==> src/swl_pkg.sv <==
// ----------------------------------------------------------------------------
// swl_pkg
// types and constants shared by the stopwatch core and its time counter
// ----------------------------------------------------------------------------
package swl_pkg;

    typedef struct packed {
        logic ms_tick;
        logic start_pause_level;
        logic reset_level;
        logic lap_level;
    } t_in;

    typedef struct packed {
        logic [1:0] phase_now;
        logic [9:0] minutes;
        logic [5:0] seconds;
        logic [6:0] hundredths;
        logic [9:0] lap_minutes;
        logic [5:0] lap_seconds;
        logic [6:0] lap_hundredths;
        logic       run_led;
        logic       lap_pulse;
    } t_out;

    typedef struct packed {
        logic [9:0] minutes;
        logic [5:0] seconds;
        logic [6:0] hundredths;
    } t_time;

    typedef struct packed {
        logic clear;
        logic advance;
    } t_time_ctl;

    typedef enum logic [2:0] {
        PH_IDLE  = 3'b001,
        PH_RUN   = 3'b010,
        PH_PAUSE = 3'b100
    } t_phase;

    localparam logic [1:0] PHASE_CODE_IDLE  = 2'd0;
    localparam logic [1:0] PHASE_CODE_RUN   = 2'd1;
    localparam logic [1:0] PHASE_CODE_PAUSE = 2'd2;

    localparam logic [3:0]  MS_LAST     = 4'd9;
    localparam logic [6:0]  HUND_LAST   = 7'd99;
    localparam logic [5:0]  SEC_LAST    = 6'd59;
    localparam logic [15:0] BLINK_RESET = 16'd500;
    localparam logic [15:0] BLINK_SAT   = 16'hFFFF;

endpackage

==> src/stopwatch_with_lap_and_pause_blink_core.sv <==
// ----------------------------------------------------------------------------
// stopwatch_with_lap_and_pause_blink_core
// stopwatch with lap capture and a blinking run indicator while paused
// ----------------------------------------------------------------------------
// One sample is taken per clock cycle while o_in_stall is low, and its result
// appears in the output register on the following cycle; all state (phase,
// button edge memory, time counter, blink timer) is updated in a single pass
// at the accepting edge. A new sample is taken whenever the output register
// is empty or being drained. The blink half period register may be written
// at any time the block is idle and resets to 500.
module stopwatch_with_lap_and_pause_blink_core #(
    parameter int MINUTE_LIMIT = 999
) (
    input  logic          i_clk,
    input  logic          i_rst_n,
    input  logic          i_in_valid,
    output logic          o_in_stall,
    input  swl_pkg::t_in  i_in,
    output logic          o_out_valid,
    input  logic          i_out_stall,
    output swl_pkg::t_out o_out,
    input  logic          i_cfg_valid,
    output logic          o_cfg_ready,
    input  logic [15:0]   i_cfg_data
);
    import swl_pkg::*;

    t_phase      r_phase, n_phase;
    logic        r_prev_sp, r_prev_rs, r_prev_lap, n_prev_rs, n_prev_lap;
    logic [15:0] r_blink_half;
    logic [15:0] r_blink_el, n_blink_el;
    logic        r_blink_level, n_blink_level;
    logic        r_led, n_led;
    t_time       r_lap, n_lap;
    logic        pulse;
    t_time_ctl   time_ctl;
    t_time       next_time;
    logic        accept, sp_edge, rs_edge, lp_edge;
    logic [1:0]  phase_code;
    logic        r_out_valid;
    t_out        r_out;

    assign o_in_stall  = r_out_valid & i_out_stall;
    assign accept      = i_in_valid & ~o_in_stall;
    assign o_out_valid = r_out_valid;
    assign o_out       = r_out;
    assign o_cfg_ready = 1'b1;

    assign sp_edge = r_prev_sp  & ~i_in.start_pause_level;
    assign rs_edge = r_prev_rs  & ~i_in.reset_level;
    assign lp_edge = r_prev_lap & ~i_in.lap_level;

    swl_timer #(
        .MINUTE_LIMIT (MINUTE_LIMIT)
    ) u_timer (
        .i_clk       (i_clk),
        .i_rst_n     (i_rst_n),
        .i_en        (accept),
        .i_ctl       (time_ctl),
        .o_next_time (next_time)
    );

    always_comb begin
        n_phase       = r_phase;
        n_prev_rs     = r_prev_rs;
        n_prev_lap    = r_prev_lap;
        n_blink_level = r_blink_level;
        n_led         = r_led;
        n_lap         = r_lap;
        pulse         = 1'b0;
        time_ctl      = '0;
        n_blink_el    = r_blink_el;
        if (i_in.ms_tick && r_blink_el != BLINK_SAT) begin
            n_blink_el = r_blink_el + 16'd1;
        end
        unique case (r_phase)
            PH_RUN: begin
                time_ctl.advance = i_in.ms_tick;
                n_led = 1'b1;
            end
            PH_PAUSE: begin
                if (n_blink_el >= r_blink_half) begin
                    n_blink_el    = '0;
                    n_blink_level = ~r_blink_level;
                    n_led         = ~r_blink_level;
                end
            end
            default: begin
                n_phase = PH_IDLE;
                if (sp_edge) begin
                    time_ctl.clear = 1'b1;
                    n_led   = 1'b1;
                    n_phase = PH_RUN;
                end
            end
        endcase
        if (r_phase == PH_RUN || r_phase == PH_PAUSE) begin
            if (lp_edge) begin
                n_lap = next_time;
                pulse = 1'b1;
            end
            if (sp_edge) begin
                n_phase = (r_phase == PH_RUN) ? PH_PAUSE : PH_RUN;
            end
            if (rs_edge) begin
                n_led   = 1'b0;
                n_phase = PH_IDLE;
            end
            n_prev_lap = i_in.lap_level;
            n_prev_rs  = i_in.reset_level;
        end
        unique case (n_phase)
            PH_RUN:   phase_code = PHASE_CODE_RUN;
            PH_PAUSE: phase_code = PHASE_CODE_PAUSE;
            default:  phase_code = PHASE_CODE_IDLE;
        endcase
    end

    always_ff @(posedge i_clk) begin
        if (!i_rst_n) begin
            r_phase       <= PH_IDLE;
            r_prev_sp     <= 1'b1;
            r_prev_rs     <= 1'b1;
            r_prev_lap    <= 1'b1;
            r_blink_el    <= '0;
            r_blink_level <= 1'b0;
            r_led         <= 1'b0;
            r_lap         <= '0;
            r_out_valid   <= 1'b0;
        end else begin
            if (accept) begin
                r_phase       <= n_phase;
                r_prev_sp     <= i_in.start_pause_level;
                r_prev_rs     <= n_prev_rs;
                r_prev_lap    <= n_prev_lap;
                r_blink_el    <= n_blink_el;
                r_blink_level <= n_blink_level;
                r_led         <= n_led;
                r_lap         <= n_lap;
                r_out_valid   <= 1'b1;
            end else if (!i_out_stall) begin
                r_out_valid <= 1'b0;
            end
        end
    end

    always_ff @(posedge i_clk) begin
        if (!i_rst_n) begin
            r_blink_half <= BLINK_RESET;
        end else if (i_cfg_valid && o_cfg_ready) begin
            r_blink_half <= i_cfg_data;
        end
    end

    always_ff @(posedge i_clk) begin
        if (accept) begin
            r_out.phase_now      <= phase_code;
            r_out.minutes        <= next_time.minutes;
            r_out.seconds        <= next_time.seconds;
            r_out.hundredths     <= next_time.hundredths;
            r_out.lap_minutes    <= n_lap.minutes;
            r_out.lap_seconds    <= n_lap.seconds;
            r_out.lap_hundredths <= n_lap.hundredths;
            r_out.run_led        <= n_led;
            r_out.lap_pulse      <= pulse;
        end
    end

endmodule

==> src/swl_timer.sv <==
// ----------------------------------------------------------------------------
// swl_timer
// elapsed time counter: milliseconds, hundredths, seconds, saturating minutes
// ----------------------------------------------------------------------------
module swl_timer #(
    parameter int MINUTE_LIMIT = 999
) (
    input  logic               i_clk,
    input  logic               i_rst_n,
    input  logic               i_en,
    input  swl_pkg::t_time_ctl i_ctl,
    output swl_pkg::t_time     o_next_time
);
    import swl_pkg::*;

    localparam int MW = $clog2(MINUTE_LIMIT + 1);
    localparam logic [MW-1:0] MIN_LIMIT = MW'(MINUTE_LIMIT);

    logic [3:0]    r_ms,   n_ms;
    logic [6:0]    r_hund, n_hund;
    logic [5:0]    r_sec,  n_sec;
    logic [MW-1:0] r_min,  n_min;
    logic          sat;

    always_comb begin
        n_ms   = r_ms;
        n_hund = r_hund;
        n_sec  = r_sec;
        n_min  = r_min;
        sat = (r_min >= MIN_LIMIT) && (r_sec >= SEC_LAST) &&
              (r_hund >= HUND_LAST) && (r_ms >= MS_LAST);
        if (i_ctl.clear) begin
            n_ms   = '0;
            n_hund = '0;
            n_sec  = '0;
            n_min  = '0;
        end else if (i_ctl.advance && !sat) begin
            if (r_ms < MS_LAST) begin
                n_ms = r_ms + 4'd1;
            end else begin
                n_ms = '0;
                if (r_hund < HUND_LAST) begin
                    n_hund = r_hund + 7'd1;
                end else begin
                    n_hund = '0;
                    if (r_sec < SEC_LAST) begin
                        n_sec = r_sec + 6'd1;
                    end else begin
                        n_sec = '0;
                        n_min = r_min + MW'(1);
                    end
                end
            end
        end
        o_next_time.minutes    = 10'(n_min);
        o_next_time.seconds    = n_sec;
        o_next_time.hundredths = n_hund;
    end

    always_ff @(posedge i_clk) begin
        if (!i_rst_n) begin
            r_ms   <= '0;
            r_hund <= '0;
            r_sec  <= '0;
            r_min  <= '0;
        end else if (i_en) begin
            r_ms   <= n_ms;
            r_hund <= n_hund;
            r_sec  <= n_sec;
            r_min  <= n_min;
        end
    end

endmodule
==> config.mk <==
export PLATFORM = sky130hd
export DESIGN_NAME = stopwatch_with_lap_and_pause_blink_core
export DESIGN_NICKNAME = d
export VERILOG_FILES = /design/src/swl_pkg.sv /design/src/stopwatch_with_lap_and_pause_blink_core.sv /design/src/swl_timer.sv
export SDC_FILE = /design/constraint.sdc
export NUM_CORES = 1
export LEC_CHECK = 0
export BUFFER_PORTS_ARGS = -buffer_cell sky130_fd_sc_hd__clkbuf_2
export CORE_MARGIN = 2
export CORE_UTILIZATION = 51
export CTS_CLUSTER_DIAMETER = 100
export DETAILED_ROUTE_END_ITERATION = 16
export PLACE_DENSITY = 0.71
export SYNTH_ARGS = -nofsm -noshare
export SYNTH_HDL_FRONTEND = slang
export SYNTH_SLANG_ARGS = --single-unit
==> constraint.sdc <==
create_clock -name i_clk -period 11.1 [get_ports i_clk]
set_clock_uncertainty 0.1 [all_clocks]
set_input_delay 2.22 -clock i_clk [delete_from_list [all_inputs] [get_ports i_clk]]
set_output_delay 2.22 -clock i_clk [all_outputs]
set_load 0.02 [all_outputs]
==> impl_metrics.json, run 1 <==
{
  "power_mw": 1.23,
  "grt_pass1_vias": 5325,
  "syn_avg_cell_area_um2": 9.13,
  "finalSetupViolCount": 0,
  "syn-num-nets": 801,
  "holdWs_ns": 0.366,
  "grt-busiest-layer": "met2",
  "core-area_um2": 13200,
  "synth_area_leaders": "dfxtp_1, edfxtp_1, nand2_1",
  "status": "completed",
  "diodes": 0,
  "synth_top_area_cell": "dfxtp_1",
  "slowest_delay_ns": 1.04,
  "slew_violations": 0,
  "drtPass1Iterations": 6,
  "yosysSeqAreaShare_pct": 48.3,
  "fmax_mhz": 175,
  "cts.root.buffer_cell": "clkbuf_16",
  "synthArstFlopShare_pct": 0,
  "drc": 0,
  "cts_buffers": 17,
  "start_util_pct": 52.1,
  "grt.met2_usage_pct": 37.0,
  "fillerInstances": 1138,
  "path_clk_slew_ns": 0.06,
  "place.gp.congestion": 0.871,
  "num_vias": 5805,
  "io_buffers": 76,
  "grt_max_degree": 66,
  "max-cap-violations": 0,
  "period_needed_ns": 5.70,
  "clk_path_buf_depth": 2,
  "syn_to_final_growth_pct": 16.0,
  "global_route.usage.met3_pct": 4.80,
  "overflow": 0,
  "viasPerCell": 5.81,
  "leakagePower_nw": 3.17,
  "synthCells": 753,
  "tritoncts": "yes",
  "cts_resized": 0,
  "place_area_um2": 7350,
  "cp.arrival_ns": 5.86,
  "crit_top_cell": "nand4_1",
  "synth_area_um2": 6870,
  "die_h_um": 120,
  "powerDensity_nw_per_um2": 154,
  "ys_warn_count": 0,
  "die_area_um2": 14400,
  "slew_headroom_pct": 15.7,
  "grt_usage_pct": 22.3,
  "use_met1_pct": 28.1,
  "drive_above_1_share_pct": 15.8,
  "worst_pin_slew_ns": 1.24,
  "nets": 858,
  "hold_viol_final": 0,
  "instances_no_fill": 999,
  "hpwlAfterDp_mm": 10.5,
  "drtAntennaViolNets": 0,
  "cpMaxStageDelayCell": "o311ai_1",
  "reg2reg_depth": 12,
  "routed_wl_mm": 15.4,
  "worstHoldPathCells": 2,
  "holdCritPathClass": "flip-flop to flip-flop",
  "wire_per_inst_um": 15.4,
  "std_cell_rows": 42,
  "path_class": "input pin to flip-flop",
  "crit_fanout": 8,
  "yosys.area.top_type_share_pct": 26.5,
  "design_area_um2": 7970,
  "grt_pass1_wl_mm": 25.6,
  "die_x_um": 120,
  "ios": 78,
  "ys.flop_type": "dfxtp_1",
  "ctsHoldBuffers": 0,
  "required_ns": 11.26,
  "synth_edf_count": 50,
  "grt_antenna_before_repair": 0,
  "netlist-cell-type-count": 68,
  "ctsHtreeMaxLevel": 4,
  "finalCritPeriodShare_pct": 51.4,
  "cp_cell_sequence": "clkbuf_2 > and2_0 > nand4_1 > a31oi_1 > nand3_1 > xnor2_1 > ha_1 > nand4_1 > o32ai_1 > a2111oi_2 > o311ai_1 > o22ai_1",
  "cts.sinks": 141,
  "endpoint_kind": "flip-flop",
  "setup_tns_ns": 0,
  "start_kind": "input pin",
  "cts_setup_buffers": 0,
  "peakVddDrop_uv": 99.0,
  "drtIter0Drc": 386,
  "clk_latency_ns": 0.43,
  "dp_cells": 967,
  "rsz0062_at_grt": "false",
  "synth-seq-cells": 141
}
[cells in the final DEF (no fill, tap or decap), drive strengths merged, types with 17 or more instances in the layout]
cell type and count:
o31ai 17, o21ai 52, a21oi 46, inv 33, nand2 93, clkbuf 95
nand3 34, edfxtp 50, dfxtp 91, nor2 62, ha 23
[power breakdown]
group	total (mW)	switching, mW	internal (mW)
Sequential	0.557	0.00677	0.550
Clock	0.594	0.217	0.376
Combinational	0.0806	0.0571	0.0235
Total	1.23	0.281	0.950
[critical path, delay by kind of cell]
family                   cells  cell delay [ns]
AO/OA/AOI/OAI                5             2.19
XOR/XNOR                     1             0.17
adder cells (fa/ha/maj)      1             0.29
buffers and inverters        1             0.17
AND/OR/NAND/NOR              4             0.81
[metrics by stage]
stage | setup slack [ns] | util (%)
floorplan | 6.03 | -
global placement | 5.28 | 55.7
detailed placement | 5.10 | 55.7
CTS | 5.51 | 60.4
global route | 5.14 | 60.4
finish | 5.40 | 60.4
[registers in the layout, indices dropped and copies added, names as in the netlist]
register and cells:
o_out 50, o_out_valid 1, r_blink_el 16, r_blink_half 16, r_blink_level 1, r_lap 23, r_led 1, r_phase 3
r_prev_lap 1, r_prev_rs 1, r_prev_sp 1, u_timer.r_hund 7, u_timer.r_min 10, u_timer.r_ms 4, u_timer.r_sec 6
[cells in the mapped netlist (5+ instances only)]
master	n
nand2_1	93
dfxtp_1	91
nor2_1	62
edfxtp_1	50
o21ai_0	50
a21oi_1	46
clkbuf_1	34
nand3_1	34
inv_1	32
ha_1	23
o31ai_1	17
a31oi_1	16
mux2i_1	16
nand4_1	16
xor2_1	16
nor3_1	14
o211ai_1	12
or3_1	10
xnor2_1	10
and3_1	8
o22ai_1	8
o32ai_1	7
a211oi_1	6
and4_1	6
buf_1	6
nand2b_1	5
[layer usage]
layer | share of wire [%] | routed length [um]
met5 | 0 | 0
met4 | 2.2 | 333
met3 | 4.7 | 729
met2 | 49 | 7520
met1 | 44 | 6780
[path summary, 6_finish.rpt]
path	slack [ns]	from	to
max	5.40	i_in[3]	r_blink_el[1]$_SDFFE_PN0P_
min	0.37	r_prev_rs$_SDFFE_PN1P_	r_prev_rs$_SDFFE_PN1P_
min reg2reg	0.37	r_prev_rs$_SDFFE_PN1P_	r_prev_rs$_SDFFE_PN1P_
max reg2reg	6.71	r_blink_el[0]$_SDFFE_PN0P_	r_blink_el[1]$_SDFFE_PN0P_
[final cells by class]
class	count	area (um2)	share of cell area [%]
clock buffers	19	433	5.43
inverters	32	120	1.51
clock inverters	13	191	2.40
repair buffers	82	425	5.34
multi-input cells	536	3260	40.9
flip-flops and latches	141	3320	41.7
well taps	176	220	2.76
[cell families (layout without fill, tap and decap cells)]
logic type      count (synthesis)  after routing  share of synthesized area, %
compound gates                189            189                          17.3
xor+xnor                       26             26                          3.31
fa+ha+maj                      23             23                          4.19
buf+inv                        76            146                          4.35
flops                         141            141                          48.3
mux                            17             17                          2.49
other cells                     1              1                        0.0546
simple gates                  280            280                          20.0
Note: power is estimated with default switching activity, not from simulation.
==> inputs of run 2 (changes only) <==
--- a/config.mk
+++ b/config.mk
@@ -5,6 +5,7 @@
 export SDC_FILE = /design/constraint.sdc
 export NUM_CORES = 1
 export LEC_CHECK = 0
+export ABC_AREA = 1
 export BUFFER_PORTS_ARGS = -buffer_cell sky130_fd_sc_hd__clkbuf_2
 export CORE_MARGIN = 2
 export CORE_UTILIZATION = 51
==> constraint.sdc (replaced) <==
create_clock -name i_clk -period 5.4 [get_ports i_clk]
set_clock_uncertainty 0.1 [all_clocks]
set_input_delay 1.08 -clock i_clk [delete_from_list [all_inputs] [get_ports i_clk]]
set_output_delay 1.08 -clock i_clk [all_outputs]
set_load 0.02 [all_outputs]
==> run 2 against run 1 <==
Effect of this change: final cell count increased by 22%; die area rose by 6.8%; non-clock buffer count fell by 2; design area rose by 4.7%; sequential share of layout area is 1.9 points lower; largest cell class unchanged; largest power group is now sequential cells; critical path type is now flip-flop to flip-flop; via count increased by 5.7%; flip-flop and latch count unchanged; clock-buffer cell count unchanged.
==> impl_metrics.json, run 2 <==
{
  "status": "completed",
  "netlist-cell-type-count": 41,
  "ys.flop_type": "dfxtp_1",
  "io_buffers": 76,
  "final_cell_mix": "nand2_1, inv_1, dfxtp_1, nor2_1",
  "holdWs_ns": 0.371,
  "synth_common_cells": "nand2_1, inv_1, dfxtp_1, nor2_1, a21oi_1",
  "num_vias": 6135,
  "place.gp.congestion": 0.890,
  "fillerInstances": 1324,
  "leakagePower_nw": 4.01,
  "drtIter0Drc": 570,
  "powerDensity_nw_per_um2": 312,
  "std_cell_rows": 43,
  "syn-num-nets": 1016,
  "cp.arrival_ns": 3.84,
  "endpoint_kind": "flip-flop",
  "wire_per_inst_um": 13.1,
  "synth_top_area_cell": "dfxtp_1",
  "cts.sinks": 141,
  "diodes": 0,
  "setup_tns_ns": 0,
  "worst_pin_slew_ns": 1.07,
  "regArea_um2": 3320,
  "ctsHoldBuffers": 0,
  "drive_above_1_share_pct": 14.6,
  "grt_max_degree": 61,
  "peakVddDrop_uv": 236,
  "core-area_um2": 14000,
  "multiInputGateArea_um2": 3300,
  "cts_resized": 0,
  "synthCells": 968,
  "die_area_um2": 15400,
  "die_x_um": 124,
  "grt_antenna_before_repair": 0,
  "cts_buffers": 17,
  "hold_viol_final": 0,
  "clk_path_buf_depth": 2,
  "nets": 1075,
  "clk_latency_ns": 0.42,
  "crit_fanout": 16,
  "fmax_mhz": 277,
  "drc": 0,
  "synthArstFlopShare_pct": 0,
  "die_h_um": 124,
  "period_needed_ns": 3.61,
  "grt_pass1_wl_mm": 26.6,
  "finalCritPeriodShare_pct": 66.9,
  "slew_headroom_pct": 28.4,
  "synth.most_common_cell": "nand2_1",
  "ios": 78,
  "ys_warn_count": 0,
  "synth_edf_count": 50,
  "syn_avg_cell_area_um2": 7.60,
  "cts.root.buffer_cell": "clkbuf_16",
  "rsz0062_at_grt": "false",
  "overflow": 0,
  "path_class": "flip-flop to flip-flop",
  "slew_violations": 0,
  "viasPerCell": 5.03,
  "synth-seq-cells": 141,
  "tritoncts": "yes",
  "max-cap-violations": 0,
  "grt_usage_pct": 22.3,
  "layout_commonest_cell": "nand2_1",
  "holdCritPathClass": "flip-flop to flip-flop",
  "largest_register_ffs": 50,
  "path_clk_slew_ns": 0.06,
  "drtAntennaViolNets": 0,
  "synth_area_um2": 7360,
  "cts_setup_buffers": 0,
  "start_kind": "flip-flop",
  "synth_area_leaders": "dfxtp_1, edfxtp_1, nand2_1",
  "required_ns": 5.63,
  "syn_to_final_growth_pct": 13.4,
  "yosysSeqAreaShare_pct": 45.2,
  "grt_pass1_vias": 5510,
  "yosys.area.top_type_share_pct": 24.8,
  "start_util_pct": 52.6,
  "hpwlAfterDp_mm": 10.4,
  "routed_wl_mm": 16.0,
  "drtPass1Iterations": 5,
  "ctsHtreeMaxLevel": 4,
  "finalSetupViolCount": 0
}
-- run 2: cells by family after synthesis --
kind of cell / after synthesis / synth area share (%)
AOI/OAI and AO/OA: 164 / 11.9
adders and majority gates: 23 / 3.91
and+or+nand+nor: 434 / 26.2
xor gates and xnor gates: 22 / 2.62
DFF: 141 / 45.2
buffers and inverters: 183 / 10.1
other: 1 / 0.0510
-- run 2: area by class of cell --
class,count,share of cell area (%)
Tap cell,180,2.70
Inverter,143,6.43
Sequential cell,141,39.8
Multi-Input combinational cell,644,39.5
Timing Repair Buffer,80,4.92
Clock inverter,13,1.41
Clock buffer,19,5.19
-- run 2: metrics by stage --
step           area, um2  std cells  setup WS (ns)  util, %  total power, mW
6_report            8340       1220           1.79     59.6             2.61
5_1_grt             8340       1220           1.35     59.6             2.72
4_1_cts             8340       1220           1.84     59.6             2.62
3_5_place_dp        7790       1188           1.54     55.7             1.53
3_3_place_gp        7790       1188           1.61     55.7             1.53
2_1_floorplan       7360        968           1.67        -             1.45
-- run 2: path summary, 6_finish.rpt --
kind                           startpoint                      endpoint  slack, ns  cells after the start
max            r_blink_el[2]$_SDFFE_PN0P_   r_blink_el[15]$_SDFFE_PN0P_       1.79                     20
min          r_blink_half[3]$_SDFFE_PN0P_  r_blink_half[3]$_SDFFE_PN0P_       0.37                      2
max reg2reg    r_blink_el[2]$_SDFFE_PN0P_   r_blink_el[15]$_SDFFE_PN0P_       1.79                     20
min reg2reg  r_blink_half[3]$_SDFFE_PN0P_  r_blink_half[3]$_SDFFE_PN0P_       0.37                      2
-- run 2: power by group --
group / internal (mW) / total [mW] / switching [mW]
sequential: 1.17 / 1.21 / 0.0360
combinational: 0.0956 / 0.304 / 0.208
clock: 0.634 / 1.09 / 0.460
total: 1.90 / 2.61 / 0.704
-- run 2: routing by layer --
layer / global-route usage [%] / vias to the layer above / wire length (um)
li1: - / 3238 / -
met2: 32.8 / 135 / 6940
met3: 5.45 / 16 / 716
met4: 8.08 / 0 / 218
met5: 0 / - / 0
met1: 31.9 / 2746 / 8080
-- run 2: critical path, stage by stage, from the launching register on --
cell and delay (ns):
dfxtp_1 0.39, nand2_1 0.12, inv_1 0.16, nand2_1 0.07
nor2_1 0.10, nand3_1 0.08, nand2_1 0.18, inv_2 0.13
nand2_1 0.12, xor2_1 0.14, inv_1 0.09, ha_1 0.29
a21oi_1 0.18, nor2_1 0.06, nor3_1 0.14, nand2_1 0.07
nand2_1 0.07, nand2_1 0.09, a21oi_2 0.66, nand2_1 0.10
a21oi_1 0.17
==> inputs of run 3 (changes only) <==
--- a/config.mk
+++ b/config.mk
@@ -11,7 +11,7 @@
 export CORE_UTILIZATION = 51
 export CTS_CLUSTER_DIAMETER = 100
 export DETAILED_ROUTE_END_ITERATION = 16
-export PLACE_DENSITY = 0.71
+export PLACE_DENSITY = 0.73
 export SYNTH_ARGS = -nofsm -noshare
 export SYNTH_HDL_FRONTEND = slang
 export SYNTH_SLANG_ARGS = --single-unit
==> constraint.sdc (replaced) <==
create_clock -name i_clk -period 2.9 [get_ports i_clk]
set_clock_uncertainty 0.1 [all_clocks]
set_input_delay 0.58 -clock i_clk [delete_from_list [all_inputs] [get_ports i_clk]]
set_output_delay 0.58 -clock i_clk [all_outputs]
set_load 0.02 [all_outputs]
==> run 3 against run 2 <==
Effect of this change: clock power is 110% higher; clock-buffer cell count stayed put; sequential power is 86% higher; the flow now finishes with violations (negative setup slack); worst setup slack worse by 1.9 ns; critical path depth is 1 higher; total power is 100% higher.
==> impl_metrics.json, run 3 (same netlist as run 2, synthesis figures left out) <==
{
  "largest_register_ffs": 50,
  "finalCritPeriodShare_pct": 104,
  "wire_per_inst_um": 14.0,
  "status": "finished, violations left",
  "cts.root.buffer_cell": "clkbuf_16",
  "use_met1_pct": 32.6,
  "io_buffers": 76,
  "grt-busiest-layer": "met2",
  "start_util_pct": 52.6,
  "holdWs_ns": 0.275,
  "routed_wl_mm": 17.7,
  "reg2reg_depth": 21,
  "drtPass1Iterations": 5,
  "worst_pin_slew_ns": 0.885,
  "power_mw": 5.22,
  "path_class": "flip-flop to flip-flop",
  "slew_violations": 0,
  "die_area_um2": 15400,
  "drive_above_1_share_pct": 24.7,
  "place.gp.congestion": 0.929,
  "holdCritPathClass": "input pin to flip-flop",
  "grt_max_degree": 68,
  "r2r-end": "r_blink_el[3]$_SDFFE_PN0P_",
  "clk_path_buf_depth": 2,
  "layout_commonest_cell": "nand2_1",
  "global_route.usage.met3_pct": 5.54,
  "fin_ws_ns": -0.120,
  "nets": 1113,
  "drtIter0Drc": 560,
  "overflow": 0,
  "cts.sinks": 141,
  "cts_buffers": 17,
  "die_h_um": 124,
  "fin_util_pct": 65.2,
  "peakVddDrop_uv": 410,
  "r2r_slack_ns": -0.12,
  "hp-start": "i_cfg_data[8]",
  "endpoint_kind": "flip-flop",
  "reg2reg_from": "r_blink_el[6]$_SDFFE_PN0P_",
  "start_kind": "flip-flop",
  "die_x_um": 124,
  "worstHoldPathCells": 3,
  "violations": "negative setup slack",
  "max-cap-violations": 0,
  "clk_latency_ns": 0.43,
  "crit_fanout": 8,
  "ios": 78,
  "core-area_um2": 14000,
  "num_vias": 6545,
  "slew_headroom_pct": 40.9,
  "finalSetupViolCount": 18,
  "grt.met2_usage_pct": 34.6,
  "worst_hold_path.endpoint": "r_blink_half[8]$_SDFFE_PN1P_",
  "drtAntennaViolNets": 0,
  "tritoncts": "yes",
  "grt_antenna_before_repair": 0,
  "required_ns": 3.15,
  "std_cell_rows": 43,
  "grt_pass1_wl_mm": 27.8,
  "hold_viol_final": 0,
  "grt_pass1_vias": 5942,
  "cp.arrival_ns": 3.27,
  "final_cell_mix": "nand2_1, inv_1, dfxtp_1, clkbuf_2, nor2_1",
  "rsz0062_at_grt": "true",
  "viasPerCell": 5.20,
  "syn_to_final_growth_pct": 23.9,
  "path_clk_slew_ns": 0.06,
  "powerDensity_nw_per_um2": 573,
  "ctsHtreeMaxLevel": 4,
  "dp_cells": 1216,
  "hpwlAfterDp_mm": 11.1,
  "fmax_mhz": 331,
  "leakagePower_nw": 4.35,
  "period_needed_ns": 3.02,
  "grt_usage_pct": 23.1,
  "instances_no_fill": 1258,
  "diodes": 0,
  "drc": 0
}
## run 3: changes by cell type in the layout (fill, tap and decap cells not counted), sizes merged
cell / delta
buf: +37
bufinv: +3
clkbuf: +1
clkinv: +2
clkinvlp: -5
## run 3: stage by stage
step / setup slack [ns] / setup TNS [ns] / cell area (um2)
after floorplan: 0.0347 / 0 / 7360
after global placement: 0.0398 / 0 / 8020
after detailed placement: -0.0825 / -1.01 / 8020
after CTS: -0.00509 / -0.00509 / 8800
after global routing: -0.274 / -3.77 / 9120
final: -0.120 / -1.14 / 9120
## run 3: worst max-delay path by stage
stage	startpoint	end	slack [ns]	cells after the start
after floorplan	r_blink_el[0]$_SDFFE_PN0P_	r_blink_el[12]$_SDFFE_PN0P_	0.03	21
after global routing	r_blink_el[6]$_SDFFE_PN0P_	r_blink_el[3]$_SDFFE_PN0P_	-0.27	21
final	r_blink_el[6]$_SDFFE_PN0P_	r_blink_el[3]$_SDFFE_PN0P_	-0.12	21
after global placement	r_blink_el[0]$_SDFFE_PN0P_	r_blink_el[12]$_SDFFE_PN0P_	0.04	20
after CTS	r_blink_el[1]$_SDFFE_PN0P_	o_out[1]$_DFFE_PP_	-0.005	22
after detailed placement	r_blink_el[0]$_SDFFE_PN0P_	r_blink_el[5]$_SDFFE_PN0P_	-0.08	19
## run 3: power breakdown
group / internal (mW) / switching, mW
combinational: 0.216 / 0.418
clock: 1.47 / 0.868
sequential: 2.18 / 0.0677
## run 3: metal layers
| metal | wire length, um | vias up |
|---|---|---|
| met2 | 8110 | 162 |
| li1 | - | 3318 |
| met1 | 8290 | 3034 |
| met5 | 0 | - |
| met4 | 396 | 0 |
| met3 | 853 | 31 |
## run 3: cell type report
| type | count | area [um2] |
|---|---|---|
| Clock buffer | 19 | 443 |
| Clock inverter | 13 | 188 |
| Timing Repair Buffer | 118 | 733 |
| Multi-Input combinational cell | 644 | 3640 |
| Inverter | 143 | 544 |
| Fill cell | 1144 | 4870 |
| Sequential cell | 141 | 3340 |
| Tap cell | 180 | 225 |
## run 3: critical path, cell delays in order (launching register included)
cell and delay (ns):
dfxtp_4 0.38, nand2_2 0.06, inv_2 0.05, nand3_2 0.07, nor2_2 0.13, nand3_2 0.09
nand2_4 0.13, nor2_4 0.06, nand2_2 0.10, xor2_1 0.20, inv_1 0.09, ha_2 0.18
a21oi_2 0.14, nor2_2 0.05, nor3_2 0.21, nand2_2 0.09, nand2_2 0.08, nand2_2 0.07
a21oi_4 0.21, clkbuf_16 0.22, nand2_1 0.06, a21oi_1 0.13
## run 3: repair_timing
action | CTS | global route
gates cloned | 1 | 0
setup buffers | 5 | 4
hold buffers | 0 | 0
setup endpoints to repair | 16 | 19
gates resized for setup | 25 | 73
hold endpoints to repair | 0 | 0
pin swaps | 7 | 37
